**config.mk**
```make
export PLATFORM = sky130hd
export DESIGN_NAME = filled_circle_span_generator_top
export DESIGN_NICKNAME = d
export VERILOG_FILES = /design/src/fcsg_pkg.sv /design/src/filled_circle_span_generator_top.sv /design/src/fcsg_seq.sv /design/src/fcsg_dp.sv
export SDC_FILE = /design/constraint.sdc
export NUM_CORES = 1
export LEC_CHECK = 0
export BUFFER_PORTS_ARGS = -buffer_cell sky130_fd_sc_hd__buf_2
export CORE_MARGIN = 2
export CORE_UTILIZATION = 40
export CTS_BUF_LIST = sky130_fd_sc_hd__clkbuf_4
export DETAILED_ROUTE_END_ITERATION = 16
export PLACE_DENSITY = 0.61
export RECOVER_POWER = 25
export SLEW_MARGIN = 5
export SYNTH_ARGS = -nofsm -noshare
export SYNTH_HDL_FRONTEND = slang
export SYNTH_SLANG_ARGS = --single-unit
```
**constraint.sdc**
```tcl
create_clock -name clk_i -period 5.15 [get_ports clk_i]
set_input_delay 0.7725 -clock clk_i [delete_from_list [all_inputs] [get_ports clk_i]]
set_output_delay 0.7725 -clock clk_i [all_outputs]
set_load 0.1 [all_outputs]
```
**src/fcsg_pkg.sv**
```systemverilog
package fcsg_pkg;

  // field widths
  localparam int COORD_BITS = 12;
  localparam int RAD_BITS   = 6;
  localparam int OUT_BITS   = 14;
  localparam int OX_BITS    = 7;
  localparam int OY_BITS    = 8;
  localparam int DEC_BITS   = 9;
  localparam int CMP_BITS   = 11;
  localparam int CNT_BITS   = 6;

  localparam logic [RAD_BITS-1:0] MAX_RADIUS = RAD_BITS'(63);
  localparam logic [CNT_BITS-1:0] MAX_ITER   = CNT_BITS'(63);

  // microprogram addressing
  localparam int PROG_LEN = 2;
  localparam int PC_BITS  = $clog2(PROG_LEN);

  typedef logic [PC_BITS-1:0] pc_t;

  localparam pc_t STEP_WAIT = pc_t'(0);
  localparam pc_t STEP_RUN  = pc_t'(1);

  // jump conditions
  typedef enum logic [1:0] {
    COND_NONE   = 2'd0,
    COND_ALWAYS = 2'd1,
    COND_IDLE   = 2'd2,
    COND_MORE   = 2'd3
  } cond_e;

  // one microcode word
  typedef struct packed {
    logic  load;
    logic  emit;
    cond_e cond;
    pc_t   target;
  } uword_t;

  // datapath controls from the sequencer
  typedef struct packed {
    logic load;
    logic emit;
  } ctrl_t;

  // datapath flags back to the sequencer
  typedef struct packed {
    logic last;
  } status_t;

  // control store: wait for a circle, then one span item per step
  function automatic uword_t ucode(pc_t addr);
    uword_t w;
    case (addr)
      STEP_WAIT: w = '{load: 1'b1, emit: 1'b0, cond: COND_IDLE, target: STEP_WAIT};
      STEP_RUN:  w = '{load: 1'b0, emit: 1'b1, cond: COND_MORE, target: STEP_RUN};
      default:   w = '{load: 1'b0, emit: 1'b0, cond: COND_ALWAYS, target: STEP_WAIT};
    endcase
    return w;
  endfunction

endpackage

```
**src/filled_circle_span_generator_top.sv**
```systemverilog
// Filled circle span generator.
// A circle (center_x_i, center_y_i, radius_i) is taken at a rising edge where
// start is high and busy is low. The block then emits one item per cycle, each
// holding four horizontal spans: two wide rows at centre y +/- x offset and two
// narrow rows at centre y +/- y offset, with the matching left and right ends.
// valid_o marks each item for exactly one cycle; last_o flags the final one.
// Each circle is loaded into the loop registers at the accepting edge; every item
// then passes through the item output register, which drives valid_o.
// Throughput: a circle of radius r yields at most r + 1 items (about 0.71 r + 1
// in practice) at one per cycle; after the last one the sequencer passes its wait
// step before it can take a new circle. The rate is set by the microcoded
// sequencer, whose run step performs one decision update per cycle.
// busy stays high from the accepting edge until the cycle that shows the last
// item, and start is ignored meanwhile.
// The receiver cannot stall: items must be taken when valid_o is high.
// Reset returns the sequencer to its wait step and clears the strobe.
module filled_circle_span_generator_top
  import fcsg_pkg::*;
(
  input  logic                       clk_i,
  input  logic                       rst_ni,
  input  logic                       start,
  output logic                       busy,
  input  logic [COORD_BITS-1:0]      center_x_i,
  input  logic [COORD_BITS-1:0]      center_y_i,
  input  logic [RAD_BITS-1:0]        radius_i,
  output logic                       valid_o,
  output logic signed [OUT_BITS-1:0] wide_left_o,
  output logic signed [OUT_BITS-1:0] wide_right_o,
  output logic signed [OUT_BITS-1:0] narrow_left_o,
  output logic signed [OUT_BITS-1:0] narrow_right_o,
  output logic signed [OUT_BITS-1:0] row_wide_below_o,
  output logic signed [OUT_BITS-1:0] row_narrow_below_o,
  output logic signed [OUT_BITS-1:0] row_narrow_above_o,
  output logic signed [OUT_BITS-1:0] row_wide_above_o,
  output logic                       last_o
);

  ctrl_t   ctrl;
  status_t status;

  // control sequencer
  fcsg_seq u_seq (
    .clk_i    (clk_i),
    .rst_ni   (rst_ni),
    .start    (start),
    .status_i (status),
    .ctrl_o   (ctrl),
    .busy_o   (busy)
  );

  // span datapath
  fcsg_dp u_dp (
    .clk_i              (clk_i),
    .rst_ni             (rst_ni),
    .ctrl_i             (ctrl),
    .center_x_i         (center_x_i),
    .center_y_i         (center_y_i),
    .radius_i           (radius_i),
    .status_o           (status),
    .valid_o            (valid_o),
    .wide_left_o        (wide_left_o),
    .wide_right_o       (wide_right_o),
    .narrow_left_o      (narrow_left_o),
    .narrow_right_o     (narrow_right_o),
    .row_wide_below_o   (row_wide_below_o),
    .row_narrow_below_o (row_narrow_below_o),
    .row_narrow_above_o (row_narrow_above_o),
    .row_wide_above_o   (row_wide_above_o),
    .last_o             (last_o)
  );

  // busy drops only with the final item of a circle
  assert property (@(posedge clk_i) disable iff (!rst_ni)
    $fell(busy) |-> (valid_o && last_o))
    else $error("busy dropped without last item");

  // the final item leaves the block idle
  assert property (@(posedge clk_i) disable iff (!rst_ni)
    (valid_o && last_o) |-> !busy)
    else $error("still busy after last item");

  // an accepted circle makes the block busy
  assert property (@(posedge clk_i) disable iff (!rst_ni)
    (start && !busy) |=> busy)
    else $error("circle accepted but not busy");

  // items only follow busy cycles
  assert property (@(posedge clk_i) disable iff (!rst_ni)
    valid_o |-> $past(busy))
    else $error("item while idle");

endmodule

```
**src/fcsg_seq.sv**
```systemverilog
module fcsg_seq
  import fcsg_pkg::*;
(
  input  logic    clk_i,
  input  logic    rst_ni,
  input  logic    start,
  input  status_t status_i,
  output ctrl_t   ctrl_o,
  output logic    busy_o
);

  pc_t    pc_q, pc_d;
  uword_t word;
  logic   take;

  // fetch the control word
  assign word = ucode(pc_q);

  // jump condition
  always_comb begin
    case (word.cond)
      COND_NONE:   take = 1'b0;
      COND_ALWAYS: take = 1'b1;
      COND_IDLE:   take = ~start;
      COND_MORE:   take = ~status_i.last;
      default:     take = 1'b0;
    endcase
  end

  // next address: jump target or fall through (the last step falls back to the start)
  assign pc_d = take ? word.target : pc_t'(pc_q + pc_t'(1));

  always_ff @(posedge clk_i or negedge rst_ni) begin
    if (!rst_ni) begin
      pc_q <= STEP_WAIT;
    end else begin
      pc_q <= pc_d;
    end
  end

  // datapath controls
  assign ctrl_o.load = word.load & start;
  assign ctrl_o.emit = word.emit;
  assign busy_o      = (pc_q != STEP_WAIT);

endmodule

```
**src/fcsg_dp.sv**
```systemverilog
module fcsg_dp
  import fcsg_pkg::*;
(
  input  logic                       clk_i,
  input  logic                       rst_ni,
  input  ctrl_t                      ctrl_i,
  input  logic [COORD_BITS-1:0]      center_x_i,
  input  logic [COORD_BITS-1:0]      center_y_i,
  input  logic [RAD_BITS-1:0]        radius_i,
  output status_t                    status_o,
  output logic                       valid_o,
  output logic signed [OUT_BITS-1:0] wide_left_o,
  output logic signed [OUT_BITS-1:0] wide_right_o,
  output logic signed [OUT_BITS-1:0] narrow_left_o,
  output logic signed [OUT_BITS-1:0] narrow_right_o,
  output logic signed [OUT_BITS-1:0] row_wide_below_o,
  output logic signed [OUT_BITS-1:0] row_narrow_below_o,
  output logic signed [OUT_BITS-1:0] row_narrow_above_o,
  output logic signed [OUT_BITS-1:0] row_wide_above_o,
  output logic                       last_o
);

  logic [COORD_BITS-1:0]     cx_q, cy_q;
  logic [RAD_BITS-1:0]       rad_q, rad_clamp;
  logic [OX_BITS-1:0]        ox_q, ox_d;
  logic signed [OY_BITS-1:0] oy_q, oy_d;
  logic signed [DEC_BITS-1:0] dec_q, dec_d;
  logic [CNT_BITS-1:0]       cnt_q;
  logic                      valid_q;

  logic signed [OUT_BITS-1:0] cx_w, cy_w, ox_w, oy_w;
  logic signed [CMP_BITS-1:0] dec_c, ox2_c, oy2_c, lim_c, sum_c;
  logic signed [CMP_BITS-1:0] ox_n, oy_n;
  logic                       last_d;

  // radius bound
  assign rad_clamp = (radius_i > MAX_RADIUS) ? MAX_RADIUS : radius_i;

  // operands widened for the decision test
  assign dec_c = CMP_BITS'(dec_q);
  assign ox2_c = signed'({{(CMP_BITS-OX_BITS-1){1'b0}}, ox_q, 1'b0});
  assign oy2_c = signed'({{(CMP_BITS-OY_BITS-1){oy_q[OY_BITS-1]}}, oy_q, 1'b0});
  assign lim_c = signed'({{(CMP_BITS-RAD_BITS-1){1'b0}}, rad_q, 1'b0}) - oy2_c;

  // one step of the Andres decision loop
  always_comb begin
    ox_d  = ox_q;
    oy_d  = oy_q;
    sum_c = dec_c;
    if (dec_c >= ox2_c) begin
      sum_c = dec_c - ox2_c - CMP_BITS'(1);
      ox_d  = OX_BITS'(ox_q + OX_BITS'(1));
    end else if (dec_c < lim_c) begin
      sum_c = dec_c + oy2_c - CMP_BITS'(1);
      oy_d  = OY_BITS'(oy_q - OY_BITS'(1));
    end else begin
      sum_c = dec_c + oy2_c - ox2_c - CMP_BITS'(2);
      oy_d  = OY_BITS'(oy_q - OY_BITS'(1));
      ox_d  = OX_BITS'(ox_q + OX_BITS'(1));
    end
    dec_d = sum_c[DEC_BITS-1:0];
  end

  // loop ends once the y offset drops below the x offset or the iteration limit is reached
  assign ox_n   = signed'({{(CMP_BITS-OX_BITS){1'b0}}, ox_d});
  assign oy_n   = CMP_BITS'(oy_d);
  assign last_d = (oy_n < ox_n) || (cnt_q == MAX_ITER);
  assign status_o.last = last_d;

  // loop registers
  always_ff @(posedge clk_i) begin
    if (ctrl_i.load) begin
      cx_q  <= center_x_i;
      cy_q  <= center_y_i;
      rad_q <= rad_clamp;
      ox_q  <= '0;
      oy_q  <= OY_BITS'(rad_clamp);
      dec_q <= DEC_BITS'(rad_clamp) - DEC_BITS'(1);
      cnt_q <= '0;
    end else if (ctrl_i.emit) begin
      ox_q  <= ox_d;
      oy_q  <= oy_d;
      dec_q <= dec_d;
      cnt_q <= CNT_BITS'(cnt_q + CNT_BITS'(1));
    end
  end

  // span ends for the current offsets
  assign cx_w = signed'({{(OUT_BITS-COORD_BITS){1'b0}}, cx_q});
  assign cy_w = signed'({{(OUT_BITS-COORD_BITS){1'b0}}, cy_q});
  assign ox_w = signed'({{(OUT_BITS-OX_BITS){1'b0}}, ox_q});
  assign oy_w = OUT_BITS'(oy_q);

  // item output register
  always_ff @(posedge clk_i) begin
    if (ctrl_i.emit) begin
      wide_left_o        <= cx_w - oy_w;
      wide_right_o       <= cx_w + oy_w;
      narrow_left_o      <= cx_w - ox_w;
      narrow_right_o     <= cx_w + ox_w;
      row_wide_below_o   <= cy_w + ox_w;
      row_narrow_below_o <= cy_w + oy_w;
      row_narrow_above_o <= cy_w - oy_w;
      row_wide_above_o   <= cy_w - ox_w;
      last_o             <= last_d;
    end
  end

  // item strobe
  always_ff @(posedge clk_i or negedge rst_ni) begin
    if (!rst_ni) begin
      valid_q <= 1'b0;
    end else begin
      valid_q <= ctrl_i.emit;
    end
  end

  assign valid_o = valid_q;

  // a circle never runs past the iteration limit
  assert property (@(posedge clk_i) disable iff (!rst_ni)
    ctrl_i.emit && (cnt_q == MAX_ITER) |-> last_d)
    else $error("iteration limit passed without last");

  // loading and emitting never overlap
  assert property (@(posedge clk_i) disable iff (!rst_ni)
    !(ctrl_i.load && ctrl_i.emit))
    else $error("load during emit");

  // x offset stays within the radius
  assert property (@(posedge clk_i) disable iff (!rst_ni)
    ctrl_i.emit |-> ({1'b0, ox_q} <= {2'b0, rad_q}))
    else $error("x offset beyond radius");

endmodule
```
==> flow_metrics.env <==
export IMPL_gp_congestion=0.903
export IMPL_hp_start="center_y_i[0]"
export IMPL_ys_ff_latch=167
export IMPL_r2r_start="u_dp.oy_q[0]"
export IMPL_setup_violations=0
export IMPL_synth_edf_count=150
export IMPL_core_rowCount=62
export IMPL_grt_pass1_vias=8302
export IMPL_core_mm2=0.0286
export IMPL_cts_tree="yes"
export IMPL_r2r_end="u_dp.last_o"
export IMPL_endpoint_kind="flip-flop"
export IMPL_antenna_found_initial=1
export IMPL_htree_num_levels=4
export IMPL_cts_buffers=17
export IMPL_path_buf_inv=2
export IMPL_hold_viol=0
export IMPL_filler_cell_count=2790
export IMPL_cap_viol_max_count=1
export IMPL_dominantRegCellSynth="edfxtp_1"
export IMPL_whs_endpoint="u_dp.cy_q[0]"
export IMPL_outcome="complete, but fails checks"
export IMPL_worst_slew_pin_slew_ps=2040
export IMPL_setup_worst_path_class="flip-flop to flip-flop"
export IMPL_ant_nets=0
export IMPL_syn_area_mm2=0.0116
export IMPL_die_x_um=174
export IMPL_rrSetupSlack_ps=310
export IMPL_dp_hpwl_mm=22.9
export IMPL_yosys_cell_types_count=84
export IMPL_fp_dieH_um=174
export IMPL_synth_cells=1106
export IMPL_avgRoutedWirePerCell_um=17.8
export IMPL_seq_area_frac_synth=0.419
export IMPL_synthArstFlopShare=0.0120
export IMPL_drt_pass1_iterations=5
export IMPL_clk_pin_slew_ps=170
export IMPL_drv_slew=87
export IMPL_fin_nets=1441
export IMPL_synth_area_leaders="edfxtp_1 39%, ha_1 14%, xnor2_1 5.6%"
export IMPL_holdCritPathClass="primary input to flip-flop"
export IMPL_required_ps=5520
export IMPL_gr_total_overflow=0
export IMPL_clock_sinks=167
export IMPL_io_buffers=145
export IMPL_synth_area_per_cell_um2=10.5
export IMPL_clk_path_buf_depth=2
export IMPL_clock_latency_ps=620
export IMPL_post_route_period_util=0.940
export IMPL_final_setup_tns_ps=0
export IMPL_grt_total_usage=0.197
export IMPL_start_util=0.404
export IMPL_grt_max_degree=87
export IMPL_fin_crit_ps=4840
export IMPL_max_stage_delay_ps=420
export IMPL_num_io_pins=148
export IMPL_area_growth_pct=13.0
export IMPL_path_cells="ha_1 -> fa_1 -> inv_1 -> a21oi_1 -> o21bai_1 -> a21o_1 -> a21oi_1 -> xnor2_1 -> ha_1 -> and4_1 -> o2111ai_1 -> a41o_1 -> buf_4 -> nand2_1 -> mux2i_1 -> ha_1 -> a21o_1 -> a21oi_1 -> o21ai_2 -> a31oi_1 -> a31oi_1 -> o41ai_2 -> or3_1"
export IMPL_drtIter0Drc=744
export IMPL_synth_most_common_cell="edfxtp_1"
export IMPL_clock_fmax_mhz=207
export IMPL_wl_mm=29.6
export IMPL_drt_vias_per_instance=5.22
export IMPL_cts_root_buf="clkbuf_4"
export IMPL_synth_top_cell_by_area="edfxtp_1"
export IMPL_yosys_warnings=0
export IMPL_grt_pass1_wl_mm=46.0
export IMPL_crit_arrival_ps=5210
export IMPL_drive_gt1_frac=0.183
export IMPL_rr_worst_depth=23
export IMPL_dieArea_mm2=0.0303
export IMPL_crit_family="compound AO/OA/AOI/OAI gates"
export IMPL_cpMaxStageDelayCell="edfxtp_1"
export IMPL_whs_path_depth=1
export IMPL_rsz0062_at_grt="no"
export IMPL_clock_skew_ps=47.3
export IMPL_drcViolationCount=0
export IMPL_synth_top_area_share=0.389
export IMPL_ys_top_cells_by_count="150 x edfxtp_1, 133 x ha_1, 103 x inv_1"
export IMPL_cp_start_kind="flip-flop"
export IMPL_failed_checks="max-capacitance violations, max-slew violations"
export IMPL_slew_headroom=-0.361
export IMPL_vias=8674
export IMPL_cp_max_fo=10
==> cells by family (layout without fill, tap and decap cells) <==
kind of cell | Yosys count | count (layout) | synth area share
AOI/OAI and AO/OA | 241 | 241 | 0.142
xor gates and xnor gates | 110 | 110 | 0.0852
adders and majority gates | 145 | 145 | 0.164
buffers and inverters | 144 | 313 | 0.0506
DFF | 167 | 167 | 0.419
muxes | 11 | 11 | 0.0103
other | 1 | 3 | 0.000324
and+or+nand+nor | 287 | 287 | 0.128
==> cells in the final DEF (no fill, tap or decap), types with 10 or more instances in the layout <==
master,netlist,layout
inv_1,103,103
nor4_1,10,10
edfxtp_1,150,150
dfxtp_1,15,15
o21bai_1,15,15
and3_1,14,14
xnor2_1,74,74
nand4_1,10,10
nor2b_1,18,18
fa_1,12,12
o21ai_0,34,33
buf_4,9,27
o21ai_1,15,15
buf_2,3,135
ha_1,133,133
clkbuf_1,24,12
a21oi_1,71,71
xor2_1,33,33
nor3_1,26,26
nand2b_1,20,20
nand3_1,18,18
nand2_1,45,45
nor2_1,87,87
clkbuf_4,0,18
o21a_1,11,11
==> layout make-up <==
| type | count | area [µm²] | area share |
|---|---|---|---|
| clock buffers | 18 | 135 | 0.0103 |
| flip-flops and latches | 167 | 4850 | 0.371 |
| diodes | 1 | 2.50 | 0.000191 |
| multi-input cells | 796 | 6150 | 0.470 |
| inverters | 105 | 394 | 0.0301 |
| repair buffers | 176 | 938 | 0.0717 |
| well taps | 384 | 480 | 0.0367 |
| clock inverters | 14 | 134 | 0.0102 |
==> how the worst max path moves through the flow <==
stage	start	end	slack, ps	cells after the start
3_3_place_gp	u_dp.oy_q[1]	u_dp.last_o	380	22
2_1_floorplan	u_dp.oy_q[1]	u_dp.last_o	120	22
3_5_place_dp	u_dp.oy_q[1]	u_dp.last_o	250	22
4_1_cts	u_dp.oy_q[1]	u_dp.last_o	240	24
5_1_grt	u_dp.oy_q[0]	u_dp.last_o	10	23
6_report	u_dp.oy_q[0]	u_dp.last_o	310	23
==> what timing repair did <==
| item | CTS | global route |
|---|---|---|
| endpoints found under the setup margin | 0 | 2 |
| buffers inserted | 0 | 1 |
| hold endpoints to repair | 2 | 0 |
| gates resized for setup | 0 | 4 |
| hold buffers | 1 | 0 |
==> through the flow <==
stage          utilization  area [µm²]  hold slack [ps]  setup slack [ps]  instances
2_1_floorplan            -       11600              457               120       1107
3_3_place_gp         0.448       12800              476               381       1626
3_5_place_dp         0.448       12800              481               255       1626
4_1_cts              0.458       13100              276               238       1659
5_1_grt              0.457       13100              282              10.4       1661
6_report             0.457       13100              336               308       1661
==> flip-flops by register name (all words and copies together), names as in the netlist, 7 cells and up <==
name,count
u_dp.cy_q,12
u_dp.row_wide_above_o,12
u_dp.row_narrow_above_o,14
u_dp.narrow_right_o,13
u_dp.row_narrow_below_o,13
u_dp.row_wide_below_o,13
u_dp.narrow_left_o,12
u_dp.wide_left_o,13
u_dp.oy_q,8
u_dp.dec_q,9
u_dp.cx_q,12
u_dp.wide_right_o,14
u_dp.ox_q,7
==> layer usage <==
layer	wire, µm	track usage	up-vias
met5	0	0	-
met2	14000	0.326	220
met1	14000	0.273	4147
li1	-	-	4284
met3	1330	0.0269	23
met4	352	0.0501	0
==> worst register-to-register path, delay by kind of cell (launching register included) <==
kind,cells,cell delay [ps]
AO/OA/AOI/OAI,12,1670
XOR/XNOR,1,150
adder cells (fa/ha/maj),4,1140
buffers and inverters,2,270
flip-flops,1,420
multiplexers,1,270
AND/OR/NAND/NOR,3,670
Power is left out: the tool's default activity adds up to more than one toggle a clock period on the data nets, which glitch-free logic cannot reach.
